--- config.mk ---
export PLATFORM = sky130hd
export DESIGN_NAME = priority_inheritance_task_picker
export DESIGN_NICKNAME = d
export VERILOG_FILES = /design/src/design/pitp_pkg.sv /design/src/design/priority_inheritance_task_picker.sv
export VERILOG_INCLUDE_DIRS = /design/src /design/src/design
export SDC_FILE = /design/constraint.sdc
export NUM_CORES = 1
export LEC_CHECK = 0
export CORE_ASPECT_RATIO = 0.8
export CORE_MARGIN = 2
export CORE_UTILIZATION = 27
export DETAILED_ROUTE_END_ITERATION = 12
export DONT_BUFFER_PORTS = 1
export SYNTH_ARGS = -nofsm -noshare
export SYNTH_HDL_FRONTEND = slang
export SYNTH_SLANG_ARGS = --single-unit
--- constraint.sdc ---
create_clock -name clk -period 4.9 [get_ports clk]
set_clock_uncertainty 0.2 [all_clocks]
set_input_delay 0.98 -clock clk [delete_from_list [all_inputs] [get_ports clk]]
set_output_delay 0.98 -clock clk [all_outputs]
set_load 0.1 [all_outputs]
--- src/design/assert_macros.svh ---
// ----------------------------------------------------------------------------
// assert_macros
// Assertion helpers included by the task picker design.
// ----------------------------------------------------------------------------
`ifndef ASSERT_MACROS_SVH
`define ASSERT_MACROS_SVH

// Implication checked in the same cycle, switched off while reset is held.
`define ASSERT_SAME(lbl, clk, rst_n, ante, cons, msg) \
  lbl: assert property (@(posedge clk) disable iff (!rst_n) (ante) |-> (cons)) \
    else $error(msg);

// Implication checked in the next cycle, switched off while reset is held.
`define ASSERT_NEXT(lbl, clk, rst_n, ante, cons, msg) \
  lbl: assert property (@(posedge clk) disable iff (!rst_n) (ante) |=> (cons)) \
    else $error(msg);

`endif

--- src/design/pitp_pkg.sv ---
`timescale 1ns / 1ps
// ----------------------------------------------------------------------------
// pitp_pkg
// Constants and codes of the priority-inheritance task picker.
// ----------------------------------------------------------------------------
package pitp_pkg;

  localparam int NUM_TASKS = 16;
  localparam int TASK_W    = $clog2(NUM_TASKS);
  localparam int ENTRY_W   = TASK_W + 1;

  // An entry with the top bit set means blocked with no holder.
  localparam logic [ENTRY_W-1:0] ENTRY_NONE = ENTRY_W'(NUM_TASKS);
  localparam logic [TASK_W-1:0]  LAST_TASK  = TASK_W'(NUM_TASKS - 1);

  localparam logic [1:0] ACT_RUNNABLE = 2'd0;
  localparam logic [1:0] ACT_BLOCK    = 2'd1;
  localparam logic [1:0] ACT_PICK     = 2'd2;
  localparam logic [1:0] ACT_UNUSED   = 2'd3;

endpackage

--- src/design/priority_inheritance_task_picker.sv ---
`timescale 1ns / 1ps
// ----------------------------------------------------------------------------
// priority_inheritance_task_picker
// Blocked-on table per task and a chain-following picker over it.
// ----------------------------------------------------------------------------
// A command word is taken at a rising edge where start is high and busy is
// low. Runnable and block commands rewrite one table entry in that same
// cycle, give no result and leave busy low, so they may follow each other
// every cycle. A pick command raises busy and walks the table held in a
// synchronous RAM: task 0 first, following each blocked-on chain one hop
// per clock, since every hop is one read of the single RAM port. When the walk
// ends, the result word appears on the out_ ports for exactly one cycle with
// out_valid high. The receiver cannot stall; busy is already low in that
// cycle, so a new command may be taken. Chains longer than NUM_TASKS reads
// are cut off and flagged in cycle_seen. Reset clears per-entry valid bits,
// so every entry reads as zero (task 0 runnable, all others blocked on
// task 0) with no clearing pass.
// ----------------------------------------------------------------------------
`include "assert_macros.svh"

module priority_inheritance_task_picker
  import pitp_pkg::*;
(
  input  logic              clk,
  input  logic              rst_n,
  input  logic              start,
  output logic              busy,
  input  logic [1:0]        in_action,
  input  logic [TASK_W-1:0] in_task_index,
  input  logic [TASK_W-1:0] in_blocker_index,
  input  logic              in_blocker_is_none,
  output logic              out_valid,
  output logic [TASK_W-1:0] out_chosen_task,
  output logic              out_task_found,
  output logic              out_cycle_seen
);

  typedef enum logic {ST_IDLE, ST_WALK} state_t;

  state_t              state_r, state_nxt;
  logic [TASK_W-1:0]   idx_r, idx_nxt;
  logic [TASK_W-1:0]   cur_r, cur_nxt;
  logic [TASK_W-1:0]   reads_r, reads_nxt;
  logic                cycle_r, cycle_nxt;
  logic                out_valid_r, out_valid_nxt;
  logic [TASK_W-1:0]   out_chosen_r, out_chosen_nxt;
  logic                out_found_r, out_found_nxt;
  logic                out_cycle_r, out_cycle_nxt;

  logic [ENTRY_W-1:0]  mem [NUM_TASKS];
  logic [NUM_TASKS-1:0] valid_r;
  logic [ENTRY_W-1:0]  rd_data_r;
  logic                rd_valid_r;
  logic [TASK_W-1:0]   rd_addr;

  logic                accept;
  logic                wr_en;
  logic [ENTRY_W-1:0]  wr_data;
  logic [ENTRY_W-1:0]  entry;
  logic                hit;
  logic                no_holder;
  logic                capped;

  assign busy    = (state_r == ST_WALK);
  assign accept  = start && !busy;
  assign wr_en   = accept && ((in_action == ACT_RUNNABLE) || (in_action == ACT_BLOCK));

  always_comb begin
    unique case (in_action)
      ACT_RUNNABLE: wr_data = {1'b0, in_task_index};
      ACT_BLOCK:    wr_data = in_blocker_is_none ? ENTRY_NONE : {1'b0, in_blocker_index};
      default:      wr_data = ENTRY_NONE;
    endcase
  end

  // An entry never written since reset reads as zero.
  assign entry     = rd_valid_r ? rd_data_r : '0;
  assign hit       = (entry == {1'b0, cur_r});
  assign no_holder = entry[TASK_W];
  assign capped    = (reads_r == LAST_TASK);

  always_comb begin
    state_nxt      = state_r;
    idx_nxt        = idx_r;
    cur_nxt        = cur_r;
    reads_nxt      = reads_r;
    cycle_nxt      = cycle_r;
    out_valid_nxt  = 1'b0;
    out_chosen_nxt = out_chosen_r;
    out_found_nxt  = out_found_r;
    out_cycle_nxt  = out_cycle_r;
    rd_addr        = cur_r;
    unique case (state_r)
      ST_IDLE: begin
        if (accept && (in_action == ACT_PICK)) begin
          state_nxt = ST_WALK;
          idx_nxt   = '0;
          cur_nxt   = '0;
          reads_nxt = '0;
          cycle_nxt = 1'b0;
          rd_addr   = '0;
        end
      end
      ST_WALK: begin
        priority if (hit) begin
          state_nxt      = ST_IDLE;
          out_valid_nxt  = 1'b1;
          out_chosen_nxt = cur_r;
          out_found_nxt  = 1'b1;
          out_cycle_nxt  = cycle_r;
        end else if (no_holder || capped) begin
          // This chain is over; a chain cut off at the cap is a deadlock.
          cycle_nxt = cycle_r | !no_holder;
          if (idx_r == LAST_TASK) begin
            state_nxt      = ST_IDLE;
            out_valid_nxt  = 1'b1;
            out_chosen_nxt = '0;
            out_found_nxt  = 1'b0;
            out_cycle_nxt  = cycle_r | !no_holder;
          end else begin
            idx_nxt   = idx_r + 1'b1;
            cur_nxt   = idx_r + 1'b1;
            reads_nxt = '0;
            rd_addr   = idx_r + 1'b1;
          end
        end else begin
          cur_nxt   = entry[TASK_W-1:0];
          reads_nxt = reads_r + 1'b1;
          rd_addr   = entry[TASK_W-1:0];
        end
      end
      default: state_nxt = ST_IDLE;
    endcase
  end

  always_ff @(posedge clk) begin
    if (!rst_n) begin
      state_r      <= ST_IDLE;
      idx_r        <= '0;
      cur_r        <= '0;
      reads_r      <= '0;
      cycle_r      <= 1'b0;
      out_valid_r  <= 1'b0;
      out_chosen_r <= '0;
      out_found_r  <= 1'b0;
      out_cycle_r  <= 1'b0;
    end else begin
      state_r      <= state_nxt;
      idx_r        <= idx_nxt;
      cur_r        <= cur_nxt;
      reads_r      <= reads_nxt;
      cycle_r      <= cycle_nxt;
      out_valid_r  <= out_valid_nxt;
      out_chosen_r <= out_chosen_nxt;
      out_found_r  <= out_found_nxt;
      out_cycle_r  <= out_cycle_nxt;
    end
  end

  // Table RAM: one write port for updates, one registered read port for the walk.
  always_ff @(posedge clk) begin
    if (wr_en) begin
      mem[in_task_index] <= wr_data;
    end
    rd_data_r <= mem[rd_addr];
  end

  always_ff @(posedge clk) begin
    if (!rst_n) begin
      valid_r    <= '0;
      rd_valid_r <= 1'b0;
    end else begin
      if (wr_en) begin
        valid_r[in_task_index] <= 1'b1;
      end
      rd_valid_r <= valid_r[rd_addr];
    end
  end

  assign out_valid       = out_valid_r;
  assign out_chosen_task = out_chosen_r;
  assign out_task_found  = out_found_r;
  assign out_cycle_seen  = out_cycle_r;

  `ASSERT_NEXT(a_pick_goes_busy, clk, rst_n, accept && (in_action == ACT_PICK), busy, "pick word not followed by a walk")
  `ASSERT_SAME(a_result_after_walk, clk, rst_n, out_valid_r, $past(state_r == ST_WALK), "result without a walk")
  `ASSERT_SAME(a_no_task_zero, clk, rst_n, out_valid_r && !out_found_r, out_chosen_r == '0, "chosen task not zero when nothing found")
  `ASSERT_SAME(a_no_write_in_walk, clk, rst_n, busy, !wr_en, "table written during a walk")

endmodule
* Word level (Yosys, flattened, before mapping)
Memories as Yosys holds them, arrays and structs flattened. A register that Yosys moved wholly into a read port is not among the register bits. Index checks and enable logic that the tools add are counted.
Operators by class: add/subtract/negate cells 2, $lt $le $gt $ge 3, equal/unequal tests 10, mux-type cells 44, bitwise operators 3, reduce and logical (&&, ||, !) cells 16
Operators with widths (count):
- $mux W4 | 14
- $pmux W4 S2 | 3
- $mux W1 | 20
- $or A16 B16 Y16 | 1
- $lt A4 B5 Y1 const B | 2
- $mux W5 | 2
- $pmux W5 S2 | 1
- $reduce_and A3 Y1 | 3
- $add A4 B1 Y4 const B | 2
- $eq A4 B4 Y1 const B | 2
- $ne A2 B2 Y1 const B | 3
- $eq A5 B4 Y1 | 1
- $bmux W1 S4 | 1
- $demux W1 S4 | 1
- $ge A4 B1 Y1 const B | 1
- $logic_and A1 B1 Y1 | 4
- $pmux W1 S2 | 2
- $reduce_and A4 Y1 | 1
- $reduce_bool A2 Y1 | 2
- $ne A3 B3 Y1 const B | 1
- $eq A2 B1 Y1 const B | 1
- $eq A2 B2 Y1 const B | 1
- $logic_not A1 Y1 | 2
- $logic_not A2 Y1 | 1
- 5 further kinds | 6
Word-level totals: register bits 38, bits in writable memories 80, bits of input ports 14, output and inout port bits 8, word-level logic and storage cells 90, memories kept 1
Memories:
- mem | depth 16, bits a word 5, read ports 1, clocked after Yosys merged registers in 1, wr ports 1, RTL line priority_inheritance_task_picker.sv:50 | logic [ENTRY_W-1:0] mem [NUM_TASKS];

* Depth between registers and ports, before layout
Gate-level depths: netlist of run 1.
depth in word-level cells 7, gate-level depth with buffers 13, mapped depth without buffers 9

* Worst setup path before layout of run 1
OpenSTA, ideal clock, no wires.
kind register -> register, start register state_r, in the netlist busy, end register rd_data_r[1], read port of mem, library setup time 134 ps, data arrival time 2790 ps, data required time 4566 ps, path slack 1776 ps, stages on the path, launching flop included 12, path buffers 4, period minus slack after synthesis 3124 ps, cell sequence dfxtp_1 > buf_2 > inv_2 > a211oi_2 > a31oi_1 > o21a_1 > buf_6 > buf_8 > buf_6 > mux2i_1 > o22ai_1 > or4_1
Between the ends: longest elaborated chain between the ends 5, elaborated cells on any way between the ends 6, classes of those cells mux (2); bitwise (1); reduce/logical (3)
Ends and longest elaborated chain:
- start: declaration | RTL line priority_inheritance_task_picker.sv:40 | state_t state_r, state_nxt;
- start signal: assignment | RTL line priority_inheritance_task_picker.sv:148 | state_r <= state_nxt;
- $logic_not A1 Y1 | RTL line priority_inheritance_task_picker.sv:65 | assign accept = start && !busy;
- $logic_and A1 B1 Y1 | RTL line priority_inheritance_task_picker.sv:65
- $logic_and A1 B1 Y1 | RTL line priority_inheritance_task_picker.sv:95 | if (accept && (in_action == ACT_PICK)) begin
- $mux W4 | RTL line priority_inheritance_task_picker.sv:95
- $pmux W4 S2 (*) | RTL line priority_inheritance_task_picker.sv:93 | unique case (state_r)
- end: declaration | RTL line priority_inheritance_task_picker.sv:52 | logic [ENTRY_W-1:0] rd_data_r;
Mark *: on every way between the ends. The rest lies on a longest branch, timed or not. A chain may end at the register's enable or synchronous reset.

* Final worst setup path of run 1
start register rd_valid_r, end register rd_data_r[2], read port of mem
Between the ends: longest elaborated chain between the ends 5, elaborated cells on any way between the ends 6, classes of those cells eq/ne (1); mux (4); reduce/logical (1)
Ends and longest elaborated chain:
- start: declaration | RTL line priority_inheritance_task_picker.sv:53 | logic rd_valid_r;
- start signal: assignment | RTL line priority_inheritance_task_picker.sv:176 | rd_valid_r <= valid_r[rd_addr];
- $mux W5 (*) | RTL line priority_inheritance_task_picker.sv:77 | assign entry = rd_valid_r ? rd_data_r : '0;
- branches (longest 2 deep; another with $eq A5 B4 Y1)
- $mux W4 (*)
- $pmux W4 S2 (*) | RTL line priority_inheritance_task_picker.sv:93
Every way passes the cells marked *.

==> results.txt, run 1 <==
buffers added on ports -> 0
1st-iter DRT viols -> 381
Crit Path Class -> flip-flop to flip-flop
Stages on worst setup path -> 8
Post-Layout Cell Count -> 695
reg2reg end -> rd_data_r[2]
P&R area growth vs syn -> 16.4%
vias in the first global route -> 3,253
post-route ant nets -> 0
CP Buf/Inv Count -> 0
Die ar. -> 20,300 um2
startpoint types -> flip-flop
area of the multi-input gates -> 1770 um2
Synth cell types -> 51
Cells after DPL -> 662
pwr/cell area -> 397 nW/um2
Resize count post-CTS -> 0
Synth Warn # -> 0
final period utilization -> 68.5%
Mapped Avg Cell Area -> 12.5 um2
Top Ports -> 22
cell chain of the critical path -> nand4b_1 -> o22ai_2 -> o221ai_2 -> nand2_2 -> mux2i_1 -> nand3_1 -> o22ai_1 -> or4_1
# diodes -> 0
Seq. cell area -> 3260 um2
HP Class -> flip-flop to flip-flop
hpwl dp -> 8230 um
Clk Latency, worst-skew pair -> 0.41 ns
relative slew slack -> 29.7%
Synth Instances -> 413
via/cell ratio -> 4.87
# clock sinks -> 123
starting density of the core -> 27.4%
Synth async-reset ratio -> 0%
WL final -> 12,100 um
largest net degree at the start of global routing -> 50
Top Usage Layer GRT -> met2
Max Root-Sink Buffers -> 2
CTS root buffer -> clkbuf_16
Peak VDD IR -> 0.000264 V
DRT Pass-1 Iters -> 6
status -> finished, final reports clean
critical path's largest stage delay -> 0.72 ns
Post-synth EDFFs -> 80
setup violators final -> 0
vias -> 3,383
H-tree depth -> 4
clock slew at reported path FFs -> 0.06 ns
CP endpoint -> rd_data_r[2]
data arrival time of the worst path -> 3.51 ns
core footprint -> 18,900 um2
maxcap violations -> 0
num rows -> 45
Reg2Reg Depth -> 8
RSZ-0062 raised after global routing -> no
GPL Wtd Cong -> 0.879
first-pass GRT wire length -> 18,800 um
Net count, final -> 440
TritonCTS buffer count -> 17
share of cells above drive strength 1 -> 11.9%
crit path from -> rd_valid_r
GRT Util Overall -> 12.4%
achievable frequency -> 298 MHz
fin crit period -> 3.36 ns
Seq/Total Area, Yosys -> 63.1%
Synth Cell Area -> 5170 um2
Top FF cell, synth -> edfxtp_1
#FFs+latches synth -> 123
reg-to-reg startpoint -> rd_valid_r
TritonCTS clock tree -> built
Fill cells -> 1,844
setup TNS -> 0 ns
GR Util met1 -> 16.8%
met2 Usage GRT -> 17.4%
worst slew pin tran -> 1.05 ns
Crit Path Max Fanout -> 12
initial antenna violation count -> 1
per-cell routed wire length -> 17.4 um
Die X -> 159 um
LEAKAGE -> 0.00222 uW
crit path capture type -> flip-flop
Slew Limit Fails -> 0
postcts setup bufs -> 0
Hold Buf Count CTS -> 0
M3 GR Usage -> 4.59%
Crit path required time -> 5.05 ns
Slowest-stage cell, CP -> mux2i_1
largest delay contributor family on the critical path -> compound AO/OA/AOI/OAI gates
# DRC -> 0
gr ovfl total -> 0
Net Count, Synth -> 429
final hold vios -> 0
r2r setup slk -> 1.54 ns
die height -> 128 um
## layer usage
layer | wire length [um] | vias up
met3 | 967 | 21
met5 | 0 | -
met2 | 5280 | 121
li1 | - | 1590
met4 | 350 | 0
met1 | 5500 | 1651
## where the power goes
| group | internal, uW | switching, uW |
|---|---|---|
| sequential | 1110 | 10.6 |
| combinational | 13.6 | 39.2 |
| clock | 751 | 460 |
| total | 1880 | 510 |
## flip-flops by register name, indices dropped and copies added (netlist names), 4 cells and up
register,flops
mem,80
valid_r,16
rd_data_r,5
cur_r,4
idx_r,4
out_chosen_task,4
reads_r,4
## how the worst min path moves through the flow
stage	from	end	slack [ns]	cells after the start
floorplan	valid_r[0]	valid_r[0]	0.24	2
global route	valid_r[9]	valid_r[9]	0.30	2
CTS	valid_r[7]	valid_r[7]	0.28	2
global placement	valid_r[5]	valid_r[5]	0.25	2
finish	valid_r[7]	valid_r[7]	0.28	2
detailed placement	valid_r[7]	valid_r[7]	0.26	2
## layout make-up
type	count	area share [%]
tap	258	5.36
sequential	123	54.2
clock buffer	19	7.19
timing repair buffer	6	1.02
multi-input combinational	270	29.5
clock inverter	13	2.39
inverter	6	0.374
## worst min-delay path, cell delays in order (launching register included)
cell     delay, ns
dfxtp_1       0.33
nor2_1        0.05
nor2_1        0.07
## cell usage after synthesis (all sizes together) (2+ instances only)
library cell	instances	area, um2
a211oi	2	20.0
a21oi	12	60.1
a221oi	4	35.0
a22oi	9	67.6
a31oi	3	18.8
and2	3	18.8
buf	10	100
clkbuf	4	15.0
dfxtp	43	861
edfxtp	80	2400
ha	2	25.0
inv	6	22.5
mux2i	47	470
nand2	19	73.8
nand2b	3	18.8
nand3	18	95.1
nand4	2	12.5
nand4b	3	26.3
nor2	73	274
nor3	10	65.1
o21a	4	30.0
o21ai	7	38.8
o22ai	23	156
or3	2	12.5
or4	5	37.5
xnor2	2	17.5
xor2	4	35.0
## placed cells by master, fill, tap and decap left out, types with 3 or more instances in the layout
master / count
edfxtp_1: 80
nor2_1: 73
mux2i_1: 47
dfxtp_1: 43
o22ai_1: 21
nand2_1: 18
nand3_1: 17
clkbuf_16: 17
a21oi_1: 12
a22oi_1: 9
nor3_1: 7
inv_1: 5
or4_1: 5
xor2_1: 4
o21ai_0: 4
a221oi_1: 4
clkinv_4: 4
buf_4: 4
nand4b_1: 3
o21a_1: 3
nor3_2: 3
and2_1: 3
nand2b_1: 3
a31oi_1: 3
clkinvlp_4: 3
## stage by stage
step	area, um2	utilization [%]	total power, uW	setup WS, ns	hold slack, ns
after global routing	6020	31.9	2460	1.28	0.300
after detailed placement	5430	28.8	1200	1.32	0.261
after CTS	6010	31.9	2400	1.63	0.275
after floorplan	5170	-	1180	1.78	0.240
after global placement	5430	28.8	1200	1.40	0.249
final	6020	31.9	2390	1.54	0.277
## kinds of logic after synthesis
family / Yosys count / share of synthesized area (%)
AO/OA/AOI/OAI: 72 / 10.6
XOR/XNOR: 6 / 1.02
adder cells (fa/ha/maj): 2 / 0.484
buffers and inverters: 20 / 2.66
flip-flops: 123 / 63.1
multiplexers: 48 / 9.31
AND/OR/NAND/NOR: 142 / 12.8
Note: power is estimated with default switching activity, not from simulation.
==> run 2: changes to the inputs <==
==> constraint.sdc (replaced) <==
create_clock -name clk -period 3.1 [get_ports clk]
set_clock_uncertainty 0.2 [all_clocks]
set_input_delay 0.62 -clock clk [delete_from_list [all_inputs] [get_ports clk]]
set_output_delay 0.62 -clock clk [all_outputs]
set_load 0.1 [all_outputs]
==> run 2 against run 1 <==
Power grew 67%. Clock-buffer cell count shrank 2. Non-clock buffer count grew 11. Cell area grew 3.1%. First-iteration DRC count shrank 22%. Global-route usage grew 0.49 points. Largest power group unchanged. Routed wire length grew 4.7%.
==> results.txt, run 2 (synthesized netlist as in run 1, its figures left out) <==
status -> finished, final reports clean
share of cells above drive strength 1 -> 16.1%
crit path capture type -> flip-flop
Peak VDD IR -> 0.000398 V
GRT Util Overall -> 12.9%
initial antenna violation count -> 0
# diodes -> 0
CP Buf/Inv Count -> 1
sequential share of power -> 44.5%
dpl cell area -> 5540 um2
pwr/cell area -> 644 nW/um2
num rows -> 45
most frequent cells in the layout -> 80 x edfxtp_1, 73 x nor2_1, 47 x mux2i_1
TritonCTS clock tree -> built
Top Ports -> 22
H-tree depth -> 4
WL final -> 12,700 um
reg-to-reg startpoint -> idx_r[0]
relative slew slack -> 25.7%
hold path depth -> 1
LEAKAGE -> 0.00232 uW
Top reg by flops -> mem
data arrival time of the worst path -> 3.07 ns
gr ovfl total -> 0
setup TNS -> 0 ns
vias -> 3,481
clock slew at reported path FFs -> 0.06 ns
Crit Path Max Fanout -> 20
Fill cells -> 1,862
Final Hold Slack -> 0.135 ns
r2r setup slk -> 0.11 ns
largest delay contributor family on the critical path -> simple AND/OR/NAND/NOR gates
# clock sinks -> 123
final period utilization -> 96.3%
reg2reg end -> rd_data_r[1]
Hold Buf Count CTS -> 0
startpoint types -> flip-flop
Clk network pwr share -> 53.3%
post-route ant nets -> 0
final hold vios -> 0
GPL Wtd Cong -> 0.921
postcts setup bufs -> 0
Crit Path Class -> flip-flop to flip-flop
via/cell ratio -> 4.93
buffers added on ports -> 0
maxcap violations -> 0
achievable frequency -> 335 MHz
Final Cell Area -> 6210 um2
largest net degree at the start of global routing -> 32
Crit path required time -> 3.18 ns
starting density of the core -> 27.4%
worst slew pin tran -> 1.11 ns
Core Util, Final -> 32.9%
CTS root buffer -> clkbuf_16
P&R area growth vs syn -> 20.0%
Combinational Power Share -> 2.2%
1st-iter DRT viols -> 296
Internal Dissipation -> 3150 uW
Die ar. -> 20,300 um2
switching share of power -> 21.3%
max reg flops -> 80
per-cell routed wire length -> 17.9 um
vias in the first global route -> 3,415
hpwl dp -> 8550 um
Reg2Reg Depth -> 10
critical path's largest stage delay -> 0.54 ns
cell chain of the critical path -> ha_4 -> and3_2 -> nor3_2 -> a211oi_2 -> a31oi_1 -> o21a_2 -> buf_12 -> mux2i_1 -> o22ai_1 -> or4_1
setup violators final -> 0
Clk Latency, worst-skew pair -> 0.42 ns
core footprint -> 18,900 um2
fin crit period -> 2.99 ns
HP Class -> input pin to flip-flop
Max Root-Sink Buffers -> 2
Cells after DPL -> 674
Slew Limit Fails -> 0
Post-Layout Cell Count -> 706
# DRC -> 0
most common cell after layout, fill and taps aside -> edfxtp_1
hold_sp -> rst_n
Net count, final -> 451
Die X -> 159 um
WHS Endpoint -> rd_valid_r
TritonCTS buffer count -> 17
DRT Pass-1 Iters -> 5
Largest regs -> mem: 80 flops, valid_r: 16 flops, rd_data_r: 5 flops
Switch Pwr -> 851 uW
die height -> 128 um
Resize count post-CTS -> 0
first-pass GRT wire length -> 19,600 um
Slowest-stage cell, CP -> or4_1
-- run 2: how the worst max path moves through the flow --
stage               slack (ns)           end  startpoint  cells after the start
finish                    0.11  rd_data_r[1]    idx_r[0]                     10
global route            -0.002  rd_data_r[1]    cur_r[2]                      8
CTS                       0.03  rd_data_r[1]    idx_r[0]                     10
detailed placement        0.05  rd_data_r[1]    idx_r[0]                     10
global placement          0.05    rd_valid_r    cur_r[0]                      8
floorplan                 0.29  rd_data_r[0]        busy                     10
-- run 2: power groups by stage --
stage	combinational (uW)	clock (uW)	sequential [uW]
5_1_grt	97.5	2230	1780
4_1_cts	87.8	2160	1780
3_3_place_gp	85.1	0	1810
6_report	88.4	2130	1780
2_1_floorplan	53.2	0	1810
3_5_place_dp	87.4	0	1810
-- run 2: layout make-up --
class / count / area [um2] / share of cell area, %
Sequential cell: 123 / 3260 / 52.6
Multi-Input combinational cell: 270 / 1810 / 29.1
Clock buffer: 17 / 425 / 6.85
Tap cell: 258 / 323 / 5.20
Clock inverter: 15 / 214 / 3.45
Timing Repair Buffer: 17 / 153 / 2.46
Inverter: 6 / 22.5 / 0.363
-- run 2: metrics by stage --
stage	worst slack [ns]	power (uW)
final	0.114	4000
after global routing	-0.00168	4110
after CTS	0.0269	4020
after detailed placement	0.0452	1900
after global placement	0.0476	1900
after floorplan	0.293	1860
-- run 2: layer usage --
layer  vias to the layer above  share of wire, %  GRT usage, %
met3                        18               5.7          3.72
li1                       1612                 -             -
met4                         0               1.5          5.18
met5                         -                 0             0
met2                       112                46          19.9
met1                      1739                46          17.2
-- run 2: worst register-to-register path: stages, from the launching register on --
cell and delay (ns):
dfxtp_1 0.44, ha_4 0.21, and3_2 0.26, nor3_2 0.06, a211oi_2 0.25, a31oi_1 0.12, o21a_2 0.28, buf_12 0.18
mux2i_1 0.20, o22ai_1 0.14, or4_1 0.54
